==> src/rtl/cped_pkg.sv <==
// ----------------------------------------------------------------------------
// cped_pkg: shared types and constants
// Register indexes, charge state codes and the result struct passed from the
// debounce core to the top level.
// ----------------------------------------------------------------------------
package cped_pkg;

   localparam int unsigned CNT_W     = 8;
   localparam int unsigned CSR_IDX_W = 1;

   localparam logic [CNT_W-1:0] DEBOUNCE_RESET = CNT_W'(10);

   // configuration register indexes
   localparam logic [CSR_IDX_W-1:0] CSR_PRESENCE_DEBOUNCE = 1'b0;
   localparam logic [CSR_IDX_W-1:0] CSR_END_DEBOUNCE      = 1'b1;

   // charge_state codes
   localparam logic [1:0] CS_UNKNOWN  = 2'd0;
   localparam logic [1:0] CS_CHARGING = 2'd1;
   localparam logic [1:0] CS_FINISHED = 2'd2;

   typedef struct packed {
      logic       presence_ready;
      logic       charger_present;
      logic [1:0] charge_state;
   } result_type;

endpackage

==> src/rtl/cped_core.sv <==
// ----------------------------------------------------------------------------
// cped_core: presence and charge-end debounce state
// Holds the debounce flags and counters, updates them on each step and
// presents the result for the sample being stepped.
// ----------------------------------------------------------------------------
module cped_core (
   input  logic                      clock,
   input  logic                      reset,
   input  logic                      step,
   input  logic                      charger_pin,
   input  logic                      charge_end_pin,
   input  logic [cped_pkg::CNT_W-1:0] presence_thr,
   input  logic [cped_pkg::CNT_W-1:0] end_thr,
   output cped_pkg::result_type      result
);

   logic                      primed_ff,         primed_in;
   logic                      present_ff,        present_in;
   logic                      pres_ready_ff,     pres_ready_in;
   logic [cped_pkg::CNT_W-1:0] pres_count_ff,     pres_count_in;
   logic                      ended_ff,          ended_in;
   logic                      end_ready_ff,      end_ready_in;
   logic [cped_pkg::CNT_W-1:0] charging_count_ff, charging_count_in;
   logic [cped_pkg::CNT_W-1:0] ended_count_ff,    ended_count_in;

   logic                      eff_present;
   logic [cped_pkg::CNT_W-1:0] pres_inc;
   logic [cped_pkg::CNT_W-1:0] chg_inc;
   logic [cped_pkg::CNT_W-1:0] end_inc;

   always_comb begin
      // first sample primes presence to the inverse of the pin
      eff_present = primed_ff ? present_ff : ~charger_pin;
      pres_inc    = pres_count_ff + 1'b1;
      chg_inc     = charging_count_ff + 1'b1;
      end_inc     = ended_count_ff + 1'b1;

      primed_in         = 1'b1;
      present_in        = eff_present;
      pres_ready_in     = pres_ready_ff;
      pres_count_in     = '0;
      ended_in          = ended_ff;
      end_ready_in      = end_ready_ff;
      charging_count_in = charging_count_ff;
      ended_count_in    = ended_count_ff;

      // presence debounce
      if (eff_present != charger_pin) begin
         if (pres_inc >= presence_thr) begin
            present_in    = ~eff_present;
            pres_ready_in = 1'b1;
         end else begin
            pres_count_in = pres_inc;
         end
      end

      if (pres_ready_in) begin
         if (present_in) begin
            // charge-end debounce
            if (charge_end_pin == ended_ff) begin
               if (ended_ff) begin
                  charging_count_in = '0;
                  if (end_ready_ff) begin
                     ended_count_in = '0;
                  end else if (end_inc >= end_thr) begin
                     ended_count_in = '0;
                     end_ready_in   = 1'b1;
                  end else begin
                     ended_count_in = end_inc;
                  end
               end else begin
                  ended_count_in = '0;
                  if (end_ready_ff) begin
                     charging_count_in = '0;
                  end else if (chg_inc >= end_thr) begin
                     charging_count_in = '0;
                     end_ready_in      = 1'b1;
                  end else begin
                     charging_count_in = chg_inc;
                  end
               end
            end else if (ended_ff) begin
               // ended, pin says charging
               ended_count_in = '0;
               if (chg_inc >= end_thr) begin
                  charging_count_in = '0;
                  ended_in          = 1'b0;
                  end_ready_in      = 1'b1;
               end else begin
                  charging_count_in = chg_inc;
               end
            end else begin
               // charging, pin says ended
               charging_count_in = '0;
               if (end_inc >= end_thr) begin
                  ended_count_in = '0;
                  ended_in       = 1'b1;
                  end_ready_in   = 1'b1;
               end else begin
                  ended_count_in = end_inc;
               end
            end
         end else begin
            // no charger: clear end status, ended counter kept
            ended_in          = 1'b0;
            end_ready_in      = 1'b0;
            charging_count_in = '0;
         end
      end
   end

   always_comb begin
      result.presence_ready  = pres_ready_in;
      result.charger_present = present_in;
      result.charge_state    = cped_pkg::CS_UNKNOWN;
      if (pres_ready_in && present_in && end_ready_in) begin
         result.charge_state = ended_in ? cped_pkg::CS_FINISHED : cped_pkg::CS_CHARGING;
      end
   end

   always_ff @(posedge clock) begin
      if (reset) begin
         primed_ff         <= 1'b0;
         present_ff        <= 1'b0;
         pres_ready_ff     <= 1'b0;
         pres_count_ff     <= '0;
         ended_ff          <= 1'b0;
         end_ready_ff      <= 1'b0;
         charging_count_ff <= '0;
         ended_count_ff    <= '0;
      end else if (step) begin
         primed_ff         <= primed_in;
         present_ff        <= present_in;
         pres_ready_ff     <= pres_ready_in;
         pres_count_ff     <= pres_count_in;
         ended_ff          <= ended_in;
         end_ready_ff      <= end_ready_in;
         charging_count_ff <= charging_count_in;
         ended_count_ff    <= ended_count_in;
      end
   end

endmodule

==> src/rtl/charger_presence_and_end_debounce_top.sv <==
// ----------------------------------------------------------------------------
// charger_presence_and_end_debounce_top: charger status pin debouncer
// Debounces the charger presence and charge-end pins, one beat per tick.
// ----------------------------------------------------------------------------
// Usage:
//   req_*  : one beat per sampling tick; tdata carries both pin samples.
//   rsp_*  : one beat per request beat, in order, with the debounced status
//            after that sample (charge_state, presence flag, ready flag).
//   csr_*  : write-only thresholds, index 0 presence, index 1 charge-end.
//            Write only while no beat is in flight.
// Path: a request beat accepted into the input register steps the core and is
//   loaded into the result register, where it waits until it is taken.
// Throughput: one beat per cycle unless stalled. The state update is a single
//   pass of 8-bit increment/compare logic between the input and result registers.
// Stall: if rsp_tready is low the result register holds; the input register
//   still takes one more beat, and req_tready drops only when both are full.
// Reset: synchronous; clears all debounce state and both valids, and sets
//   both thresholds to 10. The first sample after reset primes presence.
// ----------------------------------------------------------------------------
module charger_presence_and_end_debounce_top (
   input  logic                           clock,
   input  logic                           reset,
   // request: [0] charger_pin, [1] charge_end_pin, [7:2] zero
   input  logic                           req_tvalid,
   output logic                           req_tready,
   input  logic [7:0]                     req_tdata,
   // response: [1:0] charge_state, [2] charger_present, [3] presence_ready,
   // [7:4] zero
   output logic                           rsp_tvalid,
   input  logic                           rsp_tready,
   output logic [7:0]                     rsp_tdata,
   // configuration
   input  logic                           csr_we,
   input  logic [cped_pkg::CSR_IDX_W-1:0] csr_addr,
   input  logic [cped_pkg::CNT_W-1:0]     csr_wdata
);

   logic                       in_valid_ff, in_valid_in;
   logic [1:0]                 in_pins_ff;
   logic                       out_valid_ff, out_valid_in;
   cped_pkg::result_type       out_data_ff;
   logic [cped_pkg::CNT_W-1:0] pres_thr_ff;
   logic [cped_pkg::CNT_W-1:0] end_thr_ff;

   logic                 advance;
   cped_pkg::result_type core_result;

   // input stage moves into the result register when that is free or drains
   assign advance    = in_valid_ff && (!out_valid_ff || rsp_tready);
   assign req_tready = !in_valid_ff || advance;

   always_comb begin
      in_valid_in = in_valid_ff;
      if (req_tready) begin
         in_valid_in = req_tvalid;
      end
      out_valid_in = out_valid_ff;
      if (advance) begin
         out_valid_in = 1'b1;
      end else if (rsp_tready) begin
         out_valid_in = 1'b0;
      end
   end

   cped_core u_core (
      .clock          (clock),
      .reset          (reset),
      .step           (advance),
      .charger_pin    (in_pins_ff[0]),
      .charge_end_pin (in_pins_ff[1]),
      .presence_thr   (pres_thr_ff),
      .end_thr        (end_thr_ff),
      .result         (core_result)
   );

   always_ff @(posedge clock) begin
      if (reset) begin
         in_valid_ff  <= 1'b0;
         out_valid_ff <= 1'b0;
      end else begin
         in_valid_ff  <= in_valid_in;
         out_valid_ff <= out_valid_in;
      end
   end

   // payload registers
   always_ff @(posedge clock) begin
      if (req_tready && req_tvalid) begin
         in_pins_ff <= req_tdata[1:0];
      end
      if (advance) begin
         out_data_ff <= core_result;
      end
   end

   // thresholds
   always_ff @(posedge clock) begin
      if (reset) begin
         pres_thr_ff <= cped_pkg::DEBOUNCE_RESET;
         end_thr_ff  <= cped_pkg::DEBOUNCE_RESET;
      end else if (csr_we) begin
         case (csr_addr)
            cped_pkg::CSR_PRESENCE_DEBOUNCE: pres_thr_ff <= csr_wdata;
            cped_pkg::CSR_END_DEBOUNCE:      end_thr_ff  <= csr_wdata;
            default: ;
         endcase
      end
   end

   assign rsp_tvalid = out_valid_ff;
   assign rsp_tdata  = {4'b0000, out_data_ff};

endmodule

==> config.mk <==
export PLATFORM = sky130hd
export DESIGN_NAME = charger_presence_and_end_debounce_top
export DESIGN_NICKNAME = d
export VERILOG_FILES = /design/src/rtl/cped_pkg.sv /design/src/rtl/cped_core.sv /design/src/rtl/charger_presence_and_end_debounce_top.sv
export SDC_FILE = /design/constraint.sdc
export NUM_CORES = 1
export LEC_CHECK = 0
export ABC_AREA = 1
export BUFFER_PORTS_ARGS = -buffer_cell sky130_fd_sc_hd__buf_2
export CORE_ASPECT_RATIO = 0.5
export CORE_MARGIN = 1.5
export CORE_UTILIZATION = 54
export CTS_BUF_LIST = sky130_fd_sc_hd__clkbuf_4 sky130_fd_sc_hd__clkbuf_8 sky130_fd_sc_hd__clkbuf_16
export CTS_CLUSTER_DIAMETER = 60
export DETAILED_ROUTE_END_ITERATION = 6
export GPL_TIMING_DRIVEN = 0
export HOLD_SLACK_MARGIN = 0.02
export PLACE_DENSITY_LB_ADDON = 0.25
export SYNTH_ARGS = -nofsm -noshare
export SYNTH_HDL_FRONTEND = slang
export SYNTH_HIERARCHICAL = 1
export SYNTH_SLANG_ARGS = --single-unit
==> constraint.sdc <==
create_clock -name clock -period 2.4 [get_ports clock]
set_input_delay 0.24 -clock clock [delete_from_list [all_inputs] [get_ports clock]]
set_output_delay 0.24 -clock clock [all_outputs]
set_load 0.02 [all_outputs]
==> metrics.md <==
| Metric | Value |
|---|---|
| Outcome | `finished with violations` |
| Failing checks | `negative setup slack` |
| Unique masters post-synth | `35` |
| Worst Setup Start Kind | `flip-flop` |
| Reg2Reg Depth | `17` |
| LEAKAGE | `2.006 nW` |
| Number of slew-limit violations in the final report | `0` |
| Peak VDD IR | `0.4341 mV` |
| Area share of the largest cell type after synthesis | `29.08%` |
| N_diodes | `0` |
| Port Buf Inserts | `21` |
| Post-layout min period | `2.578 ns` |
| Critical path class | `flip-flop to flip-flop` |
| Finished Core Util | `71.04%` |
| Internal power | `0.001410 W` |
| Hold depth | `1` |
| Type of the tightest min-delay check | `input port to flip-flop` |
| Synth Area in XOR/XNOR | `3.790%` |
| Largest family of logic cells by synthesized area | `simple AND/OR/NAND/NOR gates` |
| Total track usage | `22.95%` |
| Maxcap violations | `0` |
| Register area share after synthesis | `34.65%` |
| Largest net degree at the start of global routing | `17` |
| Critical path startpoint | `u_core/charging_count_ff[2]` |
| Dpl hpwl | `4.837 mm` |
| Initial drt markers | `164` |
| Die width | `112.5 µm` |
| Clk sinks | `53` |
| Fin nets | `566` |
| CTS tree | `done` |
| GR Overflow Total | `0` |
| Global-route wire length before repair | `11.70 mm` |
| #FFs+latches synth | `53` |
| Complex-gate fraction of the synthesized area | `7.347%` |
| Vias in the first global route | `2731` |
| Max clock buf depth | `2` |
| Reg2reg start | `u_core/charging_count_ff[2]` |
| Clock Latency Late Sink | `0.30 ns` |
| H-tree Lvls | `2` |
| GPL Wtd Cong | `0.8095` |
| Net Sw Frac | `26.53%` |
| HP Start | `req_tdata[1]` |
| Dpl cell area | `0.003443 mm²` |
| Least-Margin Pin Slew | `0.6091 ns` |
| # placed instances | `565` |
| Synth Area in Simple Gates | `32.02%` |
| Adder-cell area share of the yosys netlist | `10.44%` |
| Sw Pwr | `0.0005093 W` |
| DR vias | `2972` |
| Placeable core area | `0.005634 mm²` |
| Clk root buf | `clkbuf_16` |
| TritonCTS Buffers | `5` |
| Asr flop ratio synth | `0%` |
| Row count | `19` |
| Critical Path RT | `2.46 ns` |
| Drt drc | `0` |
| RSZ-0062 raised after global routing | `yes` |
| Setup TNS | `-2.684 ns` |
| DR vias/cell | `5.029` |
| Max FO, Critical Path | `4` |
| Post-synth EDFFs | `6` |
| Pwr dens | `479.5 mW/mm²` |
| Share of cells above drive strength 1 | `25.29%` |
| Slew HR | `59.40%` |
| ANT nets after route | `0` |
| Total power | `0.001919 W` |
| F_max | `387.9 MHz` |
| Clock-pin slew on the worst setup and hold paths | `0.07 ns` |
| Synth area leaders | `dfxtp_1 29%, nand2_1 14%, ha_1 10%, nor2_1 8.4%, inv_1 8.1%` |
| IO Pins | `32` |
| Non-Filler Instances | `591` |
| Setup-failing EPs final | `25` |
| DRT Wirelength | `7.389 mm` |
| Sequential fraction of design power | `48.8%` |
| Element type at the critical path end | `flip-flop` |
| Crit share post-route | `107.4%` |
| Die height | `57.74 µm` |
| Starting Density | `57.43%` |
| Initial antenna violation count | `0` |
| Yosys top cell by area | `dfxtp_1` |
| Final setup skew | `0.003849 ns` |
| Dominant synthesized flop cell | `dfxtp_1` |
| Final Hold Viols | `0` |
| Synth-to-Final Area Change | `23.70%` |
| 1st-pass router iterations | `6` |
| Mapped Cells | `468` |
| Mux contribution to synthesized area | `0%` |
| Hold_buf cts | `0` |
| Die Area | `0.006493 mm²` |
| Worst setup margin | `-0.1780 ns` |
| Clock power share | `38.2%` |
| CP arrival | `2.64 ns` |
| Cell area after synthesis | `0.003236 mm²` |
| Post-layout instance area | `0.004003 mm²` |
| Yosys warnings | `6` |
| Syn Area/Cell | `6.914 µm²` |
| Drt wl/cell | `12.50 µm` |
| Logic pwr share | `13.0%` |
## stage by stage
step,hold WS (ns),worst slack [ns]
after detailed placement,0.4211,-0.3516
after global routing,0.1138,-0.3176
after CTS,0.1097,-0.08047
after global placement,0.4216,-0.2663
after floorplan,0.3091,0.04468
final,0.1180,-0.1780
## final timing paths
kind | slack [ns] | endpoint
max reg2reg | -0.18 | rsp_tdata[0]
max | -0.18 | rsp_tdata[0]
min | 0.12 | in_pins_ff[1]
min reg2reg | 0.48 | pres_thr_ff[1]
## cell families after synthesis
| group | Yosys count |
|---|---|
| xor+xnor | 14 |
| flops | 53 |
| other cells | 1 |
| compound gates | 44 |
| fa+ha+maj | 27 |
| simple gates | 242 |
| buf+inv | 87 |
## placed cells by master, fill, tap and decap left out, types with 6 or more instances in the layout
master,instances
inv_1,70
dfxtp_1,36
buf_2,22
edfxtp_1,6
nor2_1,64
a21oi_2,8
nand3_2,6
o21ai_1,6
nand4_1,7
nand2_2,20
nand3_1,18
buf_6,8
xor2_1,9
nor2_4,6
a21oi_1,22
ha_1,25
buf_4,20
dfxtp_4,8
nand2_1,104
## sequential cells by signal, indices dropped and copies added (netlist names), 2 cells and up
name,count
end_thr_ff,8
in_pins_ff,2
pres_thr_ff,8
rsp_tdata,4
u_core/charging_count_ff,8
u_core/ended_count_ff,8
u_core/pres_count_ff,8
## metal layers
layer	global-route usage (%)	share of wire, %
met1	29.58	46
met2	37.25	46
met3	6.485	5.7
met4	9.222	1.6
met5	0	0
## power by group through the flow
stage / Clock, W / Sequential [W] / Combinational [W]
floorplan: 0 / 0.000963 / 0.000153
global placement: 0 / 0.000962 / 0.000210
detailed placement: 0 / 0.000964 / 0.000213
CTS: 0.000752 / 0.000942 / 0.000232
global route: 0.000785 / 0.000940 / 0.000278
finish: 0.000734 / 0.000937 / 0.000249
## cell type report
type	instances	area (µm²)
multi-input cells	331	1971
fillers	450	1632
flip-flops and latches	53	1155
inverters	74	281.5
repair buffers	40	266.5
clock buffers	6	132.6
plain buffers	12	91.34
well taps	73	91.34
clock inverters	2	13.76
## worst max-delay path, stage by stage, from the launching register on
cell and delay, ns:
dfxtp_4 0.37, nand2_2 0.08, nor2_4 0.12, nand4_1 0.15
nor2_2 0.17, xnor2_1 0.17, inv_1 0.07, ha_1 0.29
nand2_1 0.09, nor2_1 0.06, nor3_2 0.22, nand2_1 0.11
nand2_2 0.09, nand2_1 0.10, nor2_2 0.12, nor2_2 0.05
nand2_1 0.05, inv_1 0.03
## cell usage after synthesis (6+ instances only)
cell and instances:
nand2_1 123, nor2_1 72, inv_1 70, dfxtp_1 47
a21oi_1 29, ha_1 27, nand3_1 24, xor2_1 9
buf_4 8, nand4_1 7, edfxtp_1 6, o21ai_1 6
## timing repair
action | in CTS | in global routing
gates resized for setup | 43 | 38
setup buffers | 13 | 6
endpoints found under the setup margin | 32 | 31
gates cloned | 1 | 0
endpoints found under the hold margin | 0 | 0
pin swaps | 17 | 21
Note: power is estimated with default switching activity, not from simulation.
